File: src/sv/keyed_ring_table_unit_assert.svh
// assertion macros used by the keyed ring table engine
`ifndef KEYED_RING_TABLE_UNIT_ASSERT_SVH
`define KEYED_RING_TABLE_UNIT_ASSERT_SVH

// same-cycle implication, checked on clk_i outside reset
`define KRT_ASSERT_NOW(name, ante, cons, msg) \
  name: assert property (@(posedge clk_i) disable iff (!rst_ni) (ante) |-> (cons)) \
    else $error(msg);

// next-cycle implication, checked on clk_i outside reset
`define KRT_ASSERT_NEXT(name, ante, cons, msg) \
  name: assert property (@(posedge clk_i) disable iff (!rst_ni) (ante) |=> (cons)) \
    else $error(msg);

`endif

File: src/sv/krt_pkg.sv
// types and constants of the keyed ring table
package krt_pkg;

  localparam int KeyW       = 32;
  localparam int TimeW      = 32;
  localparam int PayloadW   = 64;
  localparam int QueueDepth = 2;
  localparam int QPtrW      = 1;

  typedef enum logic {
    CMD_INSERT = 1'b0,
    CMD_REMOVE = 1'b1
  } krt_cmd_e;

  typedef enum logic [2:0] {
    RES_UPDATED   = 3'd0,
    RES_INSERTED  = 3'd1,
    RES_EVICTED   = 3'd2,
    RES_REMOVED   = 3'd3,
    RES_NOT_FOUND = 3'd4,
    RES_EMPTY     = 3'd5
  } krt_status_e;

  typedef enum logic [2:0] {
    S_IDLE,
    S_SCAN,
    S_HIT,
    S_COPY,
    S_MISS,
    S_FILL,
    S_EMIT
  } krt_state_e;

  typedef struct packed {
    krt_cmd_e          cmd;
    logic [KeyW-1:0]   key;
    logic [TimeW-1:0]  stamp;
  } krt_hdr_t;

  typedef struct packed {
    logic empty;
    logic full;
  } krt_qstat_t;

endpackage

File: src/sv/krt_front.sv
// front stage: takes input transfers, decodes the command and feeds the queue
module krt_front #(
  parameter int PAYLOAD_BITS = 64
) (
  input  logic                       clk_i,
  input  logic                       rst_ni,
  input  logic                       in_valid_i,
  output logic                       in_stall_o,
  input  logic                       command_i,
  input  logic [krt_pkg::KeyW-1:0]   entry_key_i,
  input  logic [krt_pkg::PayloadW-1:0] entry_payload_i,
  input  logic [krt_pkg::TimeW-1:0]  entry_time_i,
  input  krt_pkg::krt_qstat_t        q_stat_i,
  output logic                       push_o,
  output krt_pkg::krt_hdr_t          push_hdr_o,
  output logic [PAYLOAD_BITS-1:0]    push_payload_o
);
  import krt_pkg::*;

  logic                    hold_vld_q, hold_vld_d;
  krt_hdr_t                hdr_q;
  logic [PAYLOAD_BITS-1:0] pay_q;
  logic                    accept;

  // handshake: stall only while the held item cannot move on
  always_comb begin
    push_o     = hold_vld_q && !q_stat_i.full;
    in_stall_o = hold_vld_q && q_stat_i.full;
    accept     = in_valid_i && !in_stall_o;
    hold_vld_d = accept || (hold_vld_q && !push_o);
  end

  always_ff @(posedge clk_i or negedge rst_ni) begin
    if (!rst_ni) begin
      hold_vld_q <= 1'b0;
    end else begin
      hold_vld_q <= hold_vld_d;
    end
  end

  // decode and capture, payload cut to the stored width
  always_ff @(posedge clk_i) begin
    if (accept) begin
      hdr_q.cmd   <= krt_cmd_e'(command_i);
      hdr_q.key   <= entry_key_i;
      hdr_q.stamp <= entry_time_i;
      pay_q       <= entry_payload_i[PAYLOAD_BITS-1:0];
    end
  end

  assign push_hdr_o     = hdr_q;
  assign push_payload_o = pay_q;

endmodule

File: src/sv/krt_queue.sv
// short queue between the front stage and the table engine
module krt_queue #(
  parameter int W = 97
) (
  input  logic                clk_i,
  input  logic                rst_ni,
  input  logic                push_i,
  input  logic [W-1:0]        push_data_i,
  input  logic                pop_i,
  output logic [W-1:0]        pop_data_o,
  output krt_pkg::krt_qstat_t stat_o
);
  import krt_pkg::*;

  logic [W-1:0]     mem_q [QueueDepth];
  logic [QPtrW-1:0] wr_ptr_q, wr_ptr_d;
  logic [QPtrW-1:0] rd_ptr_q, rd_ptr_d;
  logic [QPtrW:0]   fill_q, fill_d;
  logic             do_push, do_pop;

  // pointer and fill bookkeeping
  always_comb begin
    stat_o.empty = (fill_q == '0);
    stat_o.full  = (fill_q == (QPtrW+1)'(QueueDepth));
    do_push      = push_i && !stat_o.full;
    do_pop       = pop_i && !stat_o.empty;
    wr_ptr_d     = do_push ? wr_ptr_q + 1'b1 : wr_ptr_q;
    rd_ptr_d     = do_pop ? rd_ptr_q + 1'b1 : rd_ptr_q;
    fill_d       = fill_q;
    if (do_push && !do_pop) begin
      fill_d = fill_q + 1'b1;
    end else if (do_pop && !do_push) begin
      fill_d = fill_q - 1'b1;
    end
  end

  always_ff @(posedge clk_i or negedge rst_ni) begin
    if (!rst_ni) begin
      wr_ptr_q <= '0;
      rd_ptr_q <= '0;
      fill_q   <= '0;
    end else begin
      wr_ptr_q <= wr_ptr_d;
      rd_ptr_q <= rd_ptr_d;
      fill_q   <= fill_d;
    end
  end

  // entry storage
  always_ff @(posedge clk_i) begin
    if (do_push) begin
      mem_q[wr_ptr_q] <= push_data_i;
    end
  end

  assign pop_data_o = mem_q[rd_ptr_q];

endmodule

File: src/sv/krt_engine.sv
// table engine: window scan, slot memories, update sequencing and result register
`include "keyed_ring_table_unit_assert.svh"

module krt_engine #(
  parameter int DEPTH        = 32,
  parameter int PAYLOAD_BITS = 64
) (
  input  logic                       clk_i,
  input  logic                       rst_ni,
  input  krt_pkg::krt_qstat_t        q_stat_i,
  output logic                       pop_o,
  input  krt_pkg::krt_hdr_t          pop_hdr_i,
  input  logic [PAYLOAD_BITS-1:0]    pop_payload_i,
  output logic                       out_valid_o,
  input  logic                       out_stall_i,
  output krt_pkg::krt_status_e       status_o,
  output logic [$clog2(DEPTH)-1:0]   slot_index_o,
  output logic [$clog2(DEPTH+1)-1:0] entry_count_o,
  output logic [krt_pkg::KeyW-1:0]   evicted_key_o
);
  import krt_pkg::*;

  localparam int IDXW = $clog2(DEPTH);
  localparam int CNTW = $clog2(DEPTH + 1);

  // slot memories
  logic [KeyW-1:0]         key_mem  [DEPTH];
  logic [PAYLOAD_BITS-1:0] pay_mem  [DEPTH];
  logic [TimeW-1:0]        time_mem [DEPTH];

  logic [KeyW-1:0]         key_rd_q;
  logic [PAYLOAD_BITS-1:0] pay_rd_q;
  logic [TimeW-1:0]        time_rd_q;

  krt_state_e              st_q, st_d;
  logic [IDXW-1:0]         cur_q, cur_d;
  logic [CNTW-1:0]         cnt_q, cnt_d;
  krt_hdr_t                op_hdr_q;
  logic [PAYLOAD_BITS-1:0] op_pay_q;
  logic                    op_ld;
  logic [CNTW-1:0]         scan_ofs_q, scan_ofs_d;
  logic [IDXW-1:0]         scan_slot_q, scan_slot_d;
  logic                    rd_vld_q, rd_vld_d;
  logic                    rd_last_q, rd_last_d;
  logic [IDXW-1:0]         rd_slot_q, rd_slot_d;
  logic [IDXW-1:0]         hit_q, hit_d;
  krt_status_e             res_status_q, res_status_d;
  logic [IDXW-1:0]         res_slot_q, res_slot_d;
  logic [KeyW-1:0]         res_evict_q, res_evict_d;

  logic                    out_vld_q, out_vld_d;
  krt_status_e             out_status_q;
  logic [IDXW-1:0]         out_slot_q;
  logic [CNTW-1:0]         out_cnt_q;
  logic [KeyW-1:0]         out_evict_q;
  logic                    out_ld;

  logic [IDXW-1:0]         rd_addr;
  logic                    key_we, pt_we;
  logic [IDXW-1:0]         wr_addr;
  logic [KeyW-1:0]         wr_key;
  logic [PAYLOAD_BITS-1:0] wr_pay;
  logic [TimeW-1:0]        wr_time;

  logic [CNTW:0]           start_sum;
  logic [IDXW-1:0]         start_slot;
  logic [IDXW-1:0]         newest_slot;
  logic [IDXW-1:0]         cur_next;
  logic [IDXW-1:0]         scan_next;
  logic                    full;
  logic                    issue, match, last_miss;

  // ring arithmetic: oldest slot, newest slot, single-step wraps
  always_comb begin
    start_sum   = (CNTW+1)'(cur_q) + (CNTW+1)'(DEPTH) - (CNTW+1)'(cnt_q);
    start_slot  = (start_sum >= (CNTW+1)'(DEPTH)) ? IDXW'(start_sum - (CNTW+1)'(DEPTH))
                                                  : IDXW'(start_sum);
    newest_slot = (cur_q == '0) ? IDXW'(DEPTH - 1) : cur_q - 1'b1;
    cur_next    = (cur_q == IDXW'(DEPTH - 1)) ? '0 : cur_q + 1'b1;
    scan_next   = (scan_slot_q == IDXW'(DEPTH - 1)) ? '0 : scan_slot_q + 1'b1;
    full        = (cnt_q == CNTW'(DEPTH));
    issue       = (scan_ofs_q < cnt_q);
    match       = rd_vld_q && (key_rd_q == op_hdr_q.key);
    last_miss   = rd_vld_q && rd_last_q;
  end

  // sequencer: next state, memory port control and result staging
  always_comb begin
    st_d         = st_q;
    cur_d        = cur_q;
    cnt_d        = cnt_q;
    op_ld        = 1'b0;
    pop_o        = 1'b0;
    scan_ofs_d   = scan_ofs_q;
    scan_slot_d  = scan_slot_q;
    rd_addr      = scan_slot_q;
    rd_vld_d     = 1'b0;
    rd_last_d    = 1'b0;
    rd_slot_d    = scan_slot_q;
    hit_d        = hit_q;
    res_status_d = res_status_q;
    res_slot_d   = res_slot_q;
    res_evict_d  = res_evict_q;
    key_we       = 1'b0;
    pt_we        = 1'b0;
    wr_addr      = hit_q;
    wr_key       = key_rd_q;
    wr_pay       = pay_rd_q;
    wr_time      = time_rd_q;
    out_ld       = 1'b0;
    case (st_q)
      S_IDLE: begin
        if (!q_stat_i.empty) begin
          pop_o       = 1'b1;
          op_ld       = 1'b1;
          res_slot_d  = '0;
          res_evict_d = '0;
          if (pop_hdr_i.cmd == CMD_REMOVE && cnt_q == '0) begin
            res_status_d = RES_EMPTY;
            st_d         = S_EMIT;
          end else if (cnt_q == '0) begin
            st_d = S_MISS;
          end else begin
            scan_ofs_d  = '0;
            scan_slot_d = start_slot;
            st_d        = S_SCAN;
          end
        end
      end
      S_SCAN: begin
        if (match) begin
          hit_d = rd_slot_q;
          st_d  = S_HIT;
        end else if (last_miss) begin
          if (op_hdr_q.cmd == CMD_REMOVE) begin
            res_status_d = RES_NOT_FOUND;
            st_d         = S_EMIT;
          end else begin
            st_d = S_MISS;
          end
        end else if (issue) begin
          rd_vld_d    = 1'b1;
          rd_last_d   = (scan_ofs_q == cnt_q - 1'b1);
          rd_slot_d   = scan_slot_q;
          scan_ofs_d  = scan_ofs_q + 1'b1;
          scan_slot_d = scan_next;
        end
      end
      S_HIT: begin
        if (op_hdr_q.cmd == CMD_INSERT) begin
          pt_we        = 1'b1;
          wr_addr      = hit_q;
          wr_pay       = op_pay_q;
          wr_time      = op_hdr_q.stamp;
          res_status_d = RES_UPDATED;
          res_slot_d   = hit_q;
          st_d         = S_EMIT;
        end else begin
          rd_addr = newest_slot;
          st_d    = S_COPY;
        end
      end
      S_COPY: begin
        // newest entry moves into the freed slot
        key_we       = 1'b1;
        pt_we        = 1'b1;
        wr_addr      = hit_q;
        cur_d        = newest_slot;
        cnt_d        = cnt_q - 1'b1;
        res_status_d = RES_REMOVED;
        res_slot_d   = hit_q;
        st_d         = S_EMIT;
      end
      S_MISS: begin
        rd_addr = cur_q;
        st_d    = S_FILL;
      end
      S_FILL: begin
        key_we       = 1'b1;
        pt_we        = 1'b1;
        wr_addr      = cur_q;
        wr_key       = op_hdr_q.key;
        wr_pay       = op_pay_q;
        wr_time      = op_hdr_q.stamp;
        res_slot_d   = cur_q;
        res_evict_d  = full ? key_rd_q : '0;
        res_status_d = full ? RES_EVICTED : RES_INSERTED;
        cur_d        = cur_next;
        cnt_d        = full ? cnt_q : cnt_q + 1'b1;
        st_d         = S_EMIT;
      end
      S_EMIT: begin
        if (!out_vld_q || !out_stall_i) begin
          out_ld = 1'b1;
          st_d   = S_IDLE;
        end
      end
      default: begin
        st_d = S_IDLE;
      end
    endcase
  end

  // control registers
  always_ff @(posedge clk_i or negedge rst_ni) begin
    if (!rst_ni) begin
      st_q     <= S_IDLE;
      cur_q    <= '0;
      cnt_q    <= '0;
      rd_vld_q <= 1'b0;
    end else begin
      st_q     <= st_d;
      cur_q    <= cur_d;
      cnt_q    <= cnt_d;
      rd_vld_q <= rd_vld_d;
    end
  end

  // operation and scan datapath registers
  always_ff @(posedge clk_i) begin
    if (op_ld) begin
      op_hdr_q <= pop_hdr_i;
      op_pay_q <= pop_payload_i;
    end
    scan_ofs_q   <= scan_ofs_d;
    scan_slot_q  <= scan_slot_d;
    rd_last_q    <= rd_last_d;
    rd_slot_q    <= rd_slot_d;
    hit_q        <= hit_d;
    res_status_q <= res_status_d;
    res_slot_q   <= res_slot_d;
    res_evict_q  <= res_evict_d;
  end

  // slot memories: one write port, one registered read port
  always_ff @(posedge clk_i) begin
    if (key_we) begin
      key_mem[wr_addr] <= wr_key;
    end
    if (pt_we) begin
      pay_mem[wr_addr]  <= wr_pay;
      time_mem[wr_addr] <= wr_time;
    end
    key_rd_q  <= key_mem[rd_addr];
    pay_rd_q  <= pay_mem[rd_addr];
    time_rd_q <= time_mem[rd_addr];
  end

  // output register, freed by a transfer
  assign out_vld_d = out_ld || (out_vld_q && out_stall_i);

  always_ff @(posedge clk_i or negedge rst_ni) begin
    if (!rst_ni) begin
      out_vld_q <= 1'b0;
    end else begin
      out_vld_q <= out_vld_d;
    end
  end

  always_ff @(posedge clk_i) begin
    if (out_ld) begin
      out_status_q <= res_status_q;
      out_slot_q   <= res_slot_q;
      out_cnt_q    <= cnt_q;
      out_evict_q  <= res_evict_q;
    end
  end

  assign out_valid_o   = out_vld_q;
  assign status_o      = out_status_q;
  assign slot_index_o  = out_slot_q;
  assign entry_count_o = out_cnt_q;
  assign evicted_key_o = out_evict_q;

  // checks
  `KRT_ASSERT_NOW(a_cnt_range, 1'b1, cnt_q <= CNTW'(DEPTH), "live count above depth")
  `KRT_ASSERT_NOW(a_scan_nonempty, st_q == S_SCAN, cnt_q != '0, "scan on empty ring")
  `KRT_ASSERT_NOW(a_copy_remove, st_q == S_COPY, op_hdr_q.cmd == CMD_REMOVE,
                  "copy step outside a remove")
  `KRT_ASSERT_NEXT(a_out_load, out_ld, out_vld_q, "result load lost")

endmodule

File: src/sv/keyed_ring_table_unit.sv
// top level of the keyed ring table: front stage, queue and table engine
//
//  channel | valid       | stall       | payload
//  --------+-------------+-------------+--------------------------------------------
//  in      | in_valid_i  | in_stall_o  | command_i entry_key_i entry_payload_i entry_time_i
//  out     | out_valid_o | out_stall_i | status_o slot_index_o entry_count_o evicted_key_o
//
// an item's time in the engine is shortest for a remove on an empty ring and longest
// for an insert on a full ring with no hit, set by the key scan: one slot read per entry
// the front stage register and the queue hold up to three further items
// reset clears cursor, count and all handshake state; slot memories are not cleared
// a stalled result holds the engine in its final step while front and queue fill up
module keyed_ring_table_unit #(
  parameter int DEPTH        = 32,
  parameter int PAYLOAD_BITS = 64
) (
  input  logic                         clk_i,
  input  logic                         rst_ni,
  input  logic                         in_valid_i,
  output logic                         in_stall_o,
  input  logic                         command_i,
  input  logic [krt_pkg::KeyW-1:0]     entry_key_i,
  input  logic [krt_pkg::PayloadW-1:0] entry_payload_i,
  input  logic [krt_pkg::TimeW-1:0]    entry_time_i,
  output logic                         out_valid_o,
  input  logic                         out_stall_i,
  output krt_pkg::krt_status_e         status_o,
  output logic [$clog2(DEPTH)-1:0]     slot_index_o,
  output logic [$clog2(DEPTH+1)-1:0]   entry_count_o,
  output logic [krt_pkg::KeyW-1:0]     evicted_key_o
);
  import krt_pkg::*;

  localparam int QW = $bits(krt_hdr_t) + PAYLOAD_BITS;

  krt_qstat_t              q_stat;
  logic                    push, pop;
  krt_hdr_t                push_hdr, pop_hdr;
  logic [PAYLOAD_BITS-1:0] push_pay, pop_pay;
  logic [QW-1:0]           pop_data;

  // input side
  krt_front #(
    .PAYLOAD_BITS(PAYLOAD_BITS)
  ) u_front (
    .clk_i          (clk_i),
    .rst_ni         (rst_ni),
    .in_valid_i     (in_valid_i),
    .in_stall_o     (in_stall_o),
    .command_i      (command_i),
    .entry_key_i    (entry_key_i),
    .entry_payload_i(entry_payload_i),
    .entry_time_i   (entry_time_i),
    .q_stat_i       (q_stat),
    .push_o         (push),
    .push_hdr_o     (push_hdr),
    .push_payload_o (push_pay)
  );

  // decoupling queue
  krt_queue #(
    .W(QW)
  ) u_queue (
    .clk_i      (clk_i),
    .rst_ni     (rst_ni),
    .push_i     (push),
    .push_data_i({push_hdr, push_pay}),
    .pop_i      (pop),
    .pop_data_o (pop_data),
    .stat_o     (q_stat)
  );

  assign pop_hdr = krt_hdr_t'(pop_data[QW-1:PAYLOAD_BITS]);
  assign pop_pay = pop_data[PAYLOAD_BITS-1:0];

  // table engine
  krt_engine #(
    .DEPTH       (DEPTH),
    .PAYLOAD_BITS(PAYLOAD_BITS)
  ) u_engine (
    .clk_i        (clk_i),
    .rst_ni       (rst_ni),
    .q_stat_i     (q_stat),
    .pop_o        (pop),
    .pop_hdr_i    (pop_hdr),
    .pop_payload_i(pop_pay),
    .out_valid_o  (out_valid_o),
    .out_stall_i  (out_stall_i),
    .status_o     (status_o),
    .slot_index_o (slot_index_o),
    .entry_count_o(entry_count_o),
    .evicted_key_o(evicted_key_o)
  );

endmodule

File: config.mk
export PLATFORM = sky130hd
export DESIGN_NAME = keyed_ring_table_unit
export DESIGN_NICKNAME = d
export VERILOG_FILES = /design/src/sv/krt_pkg.sv /design/src/sv/krt_front.sv /design/src/sv/krt_queue.sv /design/src/sv/krt_engine.sv /design/src/sv/keyed_ring_table_unit.sv
export VERILOG_INCLUDE_DIRS = /design/src /design/src/sv
export SDC_FILE = /design/constraint.sdc
export NUM_CORES = 2
export LEC_CHECK = 0
export BUFFER_PORTS_ARGS = -buffer_cell sky130_fd_sc_hd__buf_4
export CAP_MARGIN = 0
export CORE_MARGIN = 4
export CORE_UTILIZATION = 50
export CTS_CLUSTER_SIZE = 10
export DETAILED_ROUTE_END_ITERATION = 6
export PLACE_DENSITY = 0.77
export SETUP_SLACK_MARGIN = 0.1
export SYNTH_ARGS = -nofsm -noshare
export SYNTH_HDL_FRONTEND = slang
export SYNTH_SLANG_ARGS = --single-unit
File: constraint.sdc
create_clock -name clk_i -period 3.7 [get_ports clk_i]
set_input_delay 0.74 -clock clk_i [delete_from_list [all_inputs] [get_ports clk_i]]
set_output_delay 0.74 -clock clk_i [all_outputs]
set_load 0.01 [all_outputs]
-- Yosys cells after proc, flatten, opt, wreduce, memory -nomap -nowiden
Memories as Yosys holds them, arrays and structs flattened. A register that Yosys moved wholly into a read port is not among the register bits.
Cells that the tools add are included.
- input port bits: 133
- bits in writable memories: 1282
- bits in registers: 291
- output and inout port bits: 48
- memories: 2
- word-level logic and storage cells: 176
- magnitude comparators: 2
- reductions and logical operators: 42
- bitwise operators: 2
- add/sub/neg operators: 13
- multiplexer cells: 63
- equality and inequality tests: 25
- memories (memory ; depth ; bits a word ; rd ports ; clocked after memory_dff ; wr ports ; line ; RTL):
    u_engine.key_mem ; 32 ; 32 ; 1 ; 1 ; 1 ; krt_engine.sv:27 ; logic [KeyW-1:0] key_mem [DEPTH];
    u_queue.mem_q ; 2 ; 129 ; 1 ; 0 ; 1 ; krt_queue.sv:15 ; logic [W-1:0] mem_q [QueueDepth];
- operators with widths (operator ; count):
    two-way mux 32 bit ; 3
    two-way mux 5 bit ; 14
    one-hot mux 32 bit (2 select lines) ; 1
    two-way mux 6 bit ; 7
    two-way mux 3 bit ; 13
    equality test 32 bit ; 1
    one-hot mux 5 bit (2 select lines) ; 3
    one-hot mux 6 bit (2 select lines) ; 2
    one-hot mux 5 bit (4 select lines) ; 1
    one-hot mux 3 bit (6 select lines) ; 1
    one-hot mux 3 bit (5 select lines) ; 1
    != test 2 bit, second input constant ; 7
    AND reduction 7 bit ; 2
    two-way mux 1 bit ; 13
    adder 6 x 1 -> 6 bit, second input constant ; 2
    logical AND 1 bit ; 12
    adder 5 x 1 -> 5 bit, second input constant ; 2
    equality test 5 bit, second input constant ; 2
    != test 2 x 1 -> 1 bit, second input constant ; 5
    subtractor 5 x 1 -> 5 bit, second input constant ; 2
    equality test 3 bit, second input constant ; 3
    logical NOT 1 bit ; 8
    two-way mux 2 bit ; 4
    nonzero test 2 bit ; 4
    other kinds (26) ; 34

-- Logic depth before layout (Yosys ltp)
- depth after elaboration: 8
- gate-level depth with buffers: 13
- gate-level depth less buffers: 9

-- Modules after synthesis
Synthesis repeated with hierarchy kept, for this count alone.
- cells, all modules: 4035
- area total of the unflattened synthesis: 61285.0 sq um
- modules (own cells, without submodules) (module ; cells an instance ; sequential area each (sq um) ; times used ; area each (sq um)):
    krt_engine ; 3481 ; 35964.5 ; 1 ; 47822.1
    krt_queue ; 420 ; 7847.5 ; 1 ; 9531.6
    krt_front ; 134 ; 3898.7 ; 1 ; 3931.3

-- Worst setup path after synthesis
OpenSTA, ideal clock, no wires.
- kind: reg2reg
- start point: register u_engine.st_q[2]
- end point: register u_engine.out_cnt_q[0] (netlist: u_engine.entry_count_o[0]), enable pin
- buffers on the path: 3
- period minus slack after synthesis: 3936 ps
- required time: 3235 ps
- arrival time: 3471 ps
- path slack: -236 ps
- stages on the path, launching flop included: 6
- library setup time: 465 ps
- path through: dfrtp_1 > buf_4 > clkbuf_1 > clkbuf_1 > nand3b_1 > a21oi_1
- longest elaborated chain between the ends: 2
- RTL lines (element ; line ; RTL):
    start, declared ; krt_engine.sv:35 ; krt_state_e st_q, st_d;
    start signal, assigned ; krt_engine.sv:212 ; st_q <= st_d;
    equality test 3 bit ; krt_engine.sv:111 ; case (st_q)
    two-way mux 1 bit ; krt_engine.sv:111 ;
    net u_engine.out_ld ; krt_engine.sv:56 ; logic out_ld;
    end signal, assigned ; krt_engine.sv:264 ; out_cnt_q <= cnt_q;
    end, declared ; krt_engine.sv:54 ; logic [CNTW-1:0] out_cnt_q;
The timed path passes the listed nets, and every way through them passes these cells.
A chain may end at the register's enable or synchronous reset.

-- Worst setup path in the final report
- start point: register u_engine.cur_q[1]
- end point: register u_engine.key_rd_q[16] (read register of u_engine.key_mem)
- longest elaborated chain between the ends: 4
- elaborated cells on any way between the ends: 5
- those cells by class: 1 x add/sub; 3 x mux; 1 x reduce/logical
- RTL lines (element ; line ; RTL):
    start, declared ; krt_engine.sv:36 ; logic [IDXW-1:0] cur_q, cur_d;
    start signal, assigned ; krt_engine.sv:213 ; cur_q <= cur_d;
    subtractor 5 x 1 -> 5 bit / logical NOT 5 bit (equally long branches) ; krt_engine.sv:78 ; newest_slot = (cur_q == '0) ? IDXW'(DEPTH - 1) : cur_q - 1'b1;
    two-way mux 5 bit ; krt_engine.sv:78 ;
    two-way mux 5 bit ; krt_engine.sv:150 ; if (op_hdr_q.cmd == CMD_INSERT) begin
    one-hot mux 5 bit (2 select lines) * ; krt_engine.sv:111 ;
    end, declared ; krt_engine.sv:31 ; logic [KeyW-1:0] key_rd_q;
Every way passes the cells marked *; elsewhere a longest branch is shown, timed or not.

==> summary by stage <==
Clock tree
The clock passes through at most 3 buffers. The later-pin clock latency in the skew report is about 0.77 ns. The tree built by TritonCTS fans out to between 1000 and 1500 sinks.

The maximum level of the CTS H-tree is 4. The clock-pin slew of the registers on the worst-case setup and hold paths is 0.06 ns. Clock tree synthesis inserted a total of 150 buffers. CTS placed an instance of sky130_fd_sc_hd__clkbuf_16 at the clock tree root. TritonCTS built the clock tree.

STA
The final-report hold violation count is 0. The count of final setup violators is 0. Of the available clock period, the critical path in the final layout requires between 90 and 100%.

The minimum clock period after layout is ~3.5 ns. The setup TNS is 0 ns. At the pin with the least slew margin, the transition time is around 1.1 ns. The number of pins exceeding their max-slew limit in the final report came to 0. Measured against its own limit, the worst slew margin works out to 24.2%. The achievable frequency is between 200 and 300 MHz. Setup repair after global routing left no endpoint under its margin. The worst setup skew after layout is 0.0471 ns. The setup slack after layout is roughly 0.24 ns.

Die
The die span in x is between 300 and 400 um. The die covers roughly 0.11 mm2. The I/O pin count is between 150 and 200.

The starting utilization of the core area is approximately half. The core region is between 0.1 and 0.15 mm2. The floorplan has 118 rows. From bottom edge to top edge, the die measures between 300 and 400 um.

Synth
Each instance of the synthesized netlist takes up on average ~15 um2. Summing the sequential cell areas from Yosys gives between 70% and 80% of the chip area. For this run, the leading register cell type out of synthesis is sky130_fd_sc_hd__edfxtp_1. The flip-flop and latch count after synthesis is 1317.

The mapped netlist covers around 0.052 mm2. The number of enable flip-flop cells after synthesis is 1258. The netlist uses 78 different library cells.

Of all flip-flops after synthesis, the portion carrying an async set or reset was between 1.5 and 2%. Yosys printed 0 warnings. Counting every instance in the synthesized netlist gives ~3600. The total nets after synthesis is around 3700.

Placed design
The number of instances in the placed design is 4929. The placed wire-length estimate after detailed placement is ~78000 um. Routability-driven placement finished with a final weighted congestion of around 0.92. OpenSTA, run right after detailed placement, puts the worst setup slack at 0.252 ns. During placement, the flow inserted port buffers numbering 84.

Setup path
The worst path required time is about 4.3 ns. STA classifies the critical path startpoint as a flip-flop. The critical path endpoint category is a flip-flop. Counting both buffers and inverters, the worst setup path holds a total of 3. The worst register-to-register path begins at u_engine.cur_q[1]$_DFFE_PN0P_. In this run the worst path has a maximum fanout of 31. The critical path start-end classification is reg2reg.

The slowest stage of the critical path belongs to the cell sky130_fd_sc_hd__buf_4. Tracing the worst setup path back leads to its startpoint at u_engine.cur_q[1]$_DFFE_PN0P_. The highest cell delay on the worst timing path is between 0.5 and 0.6 ns. Data arrives at the worst endpoint at 4.08 ns. The most repeated library cell on the critical path is sky130_fd_sc_hd__inv_1. The critical path goes through inv_1, ha_1, inv_1, a32oi_4, nand2_4, nor2_1, nor3b_2, buf_4, a32o_1, nor4_2. Broken down by cell family, the worst path's largest delay share belongs to simple AND/OR/NAND/NOR gates.

Routing
In the routed design, unresolved DRC markers number 0. In this run, the number of DRC markers left after iteration 0 of detailed routing was about 4700. Dividing the detail-routed wire length by the instance count gives between 20 and 30 um.

The detail route stage leaves a number of antenna-violating nets equal to 0. Summing over every cut layer, the via total after detailed routing is 33104. The pre-antenna-repair detailed-routing pass consisted of 5 iterations. Summed over all layers, the routed wires come to around 140000 um. The detailed-route vias per instance is 6.35.

GRT
The total congestion overflow after global routing is 0. The number of antenna violations at the first check in global routing was 4. Entering global routing, the biggest net connects about 130 pins. The via count of the first global-routing pass is approximately 32000.

Global routing used between 20% and 30% of the available tracks across all layers. The first global-routing pass estimated about 210000 um of wire.

Min path
The worst hold path belongs to the class in2reg. In this run the most critical hold path is launched from entry_key_i[9].

Power
The static leakage is around 20 nW. The peak ir drop on the vdd network is ~820 uV. The ratio of total power to cell area is approximately 960 mW/mm2.

Finish
The share of post-route cells with drive strength above 1 is ~14%. The library cell used most frequently in the layout, excluding fill and tap cells, is sky130_fd_sc_hd__edfxtp_1. The library cells used most frequently in the layout, excluding fill and tap cells, are sky130_fd_sc_hd__edfxtp_1, sky130_fd_sc_hd__nand2_1, sky130_fd_sc_hd__and3_1. The post-route non-filler standard cell count is approximately 5200.

The final net count is 3863. Relative to the synthesized area, the layout overhead comes to 15.4%. The utilization after layout is about three fifths.

Run
The max-cap check violation count is 0.

Status
The run finished with clean final reports.
sequential cells by signal, summed over array words and instances (netlist names), 2 cells and up:
| signal | count |
|---|---|
| u_engine.cur_q | 5 |
| u_engine.op_hdr_q | 33 |
| u_engine.res_slot_q | 5 |
| u_engine.key_rd_q | 32 |
| u_engine.entry_count_o | 6 |
| u_engine.scan_ofs_q | 6 |
| u_engine.st_q | 3 |
| u_engine.hit_q | 5 |
| u_engine.status_o | 3 |
| u_front.push_hdr_o | 33 |
| u_engine.scan_slot_q | 5 |
| u_engine.slot_index_o | 5 |
| u_engine.rd_slot_q | 5 |
| u_engine.evicted_key_o | 32 |
| u_queue.mem_q | 66 |
| u_engine.res_status_q | 3 |
| u_queue.fill_q | 2 |
| u_engine.res_evict_q | 32 |
| u_engine.cnt_q | 6 |
| u_engine.key_mem | 1024 |
per-layer routing:
layer / track usage (%) / share of wire [%] / vias to the layer above
li1: - / - / 14041
met1: 33.3 / 36 / 16320
met2: 38.3 / 46 / 2296
met3: 6.55 / 12 / 445
met4: 14.5 / 6.0 / 2
met5: 0 / 0.012 / -
power breakdown:
group / leakage [nW] / internal (W) / switching [W]
Combinational: 6.44 / 0.00694 / 0.0152
Clock: 2.13 / 0.00772 / 0.00585
Sequential: 11.9 / 0.0207 / 0.00134
Total: 20.5 / 0.0354 / 0.0224
timing repair:
| action | 4_1_cts | 5_1_grt |
|---|---|---|
| resized for setup | 0 | 4 |
| hold buffers | 1 | 0 |
| hold endpoints to repair | 21 | 0 |
| setup endpoints to repair | 0 | 33 |
| buffers inserted | 0 | 6 |
path summary, 6_finish.rpt:
| kind | to | slack, ns | depth (start not counted) |
|---|---|---|---|
| max reg2reg | u_engine.key_rd_q[16]$_DFF_P_ | 0.24 | 10 |
| min reg2reg | u_engine.hit_q[0]$_DFFE_PP_ | 0.40 | 0 |
| min in group asynchronous | u_engine.st_q[2]$_DFFE_PN0P_ | 0.45 | 2 |
| max | u_engine.key_rd_q[16]$_DFF_P_ | 0.24 | 10 |
| max in group asynchronous | u_front.hold_vld_q$_DFF_PN0_ | 2.99 | 2 |
| min | u_front.push_hdr_o[41]$_DFFE_PP_ | 0.15 | 1 |
cells by family after synthesis:
kind of cell	share of synthesized area [%]
AO/OA/AOI/OAI	8.86
buffers and inverters	2.32
XOR/XNOR	0.987
AND/OR/NAND/NOR	11.2
adder cells (fa/ha/maj)	0.540
flip-flops	74.6
multiplexers	1.50
cells in the mapped netlist (all sizes together), types with 6 or more instances:
library cell	number	area (um2)
and2	38	238
ha	21	263
buf	101	541
edfxtp	1258	37800
clkbuf	159	597
nor2	73	289
mux2i	37	370
dfrtp	21	526
o211ai	35	263
a31oi	35	219
o22ai	7	50.1
a311oi	67	593
and3	249	1560
dfxtp	38	761
inv	21	78.8
mux2	35	394
o21ai	81	405
xnor2	49	429
o31ai	6	45.0
nor4	35	422
nand2	577	2170
nand3	146	736
nand4	9	56.3
nor3	15	91.3
o2111ai	31	272
a211oi	249	1870
a21oi	55	275
a32o	32	320
a21o	6	45.0
xor2	10	87.6
layout make-up:
type	instances	area, um2
Inverter	21	78.8
Sequential cell	1317	39100
Multi-Input combinational cell	1964	12500
Tap cell	1380	1730
Timing Repair Buffer	254	2550
Clock buffer	256	4150
Clock inverter	18	384
Antenna cell	2	5.00
Fill cell	7471	43400
per-stage QoR:
stage                     hold slack (ns)  total power (W)  area [um2]
after floorplan                     0.386           0.0357       52400
after global placement              0.386           0.0429       55800
after detailed placement            0.389           0.0436       55800
after CTS                           0.122           0.0572       60300
after global routing                0.126           0.0601       60400
final                               0.155           0.0577       60400
(Power assumes the default switching activity.)
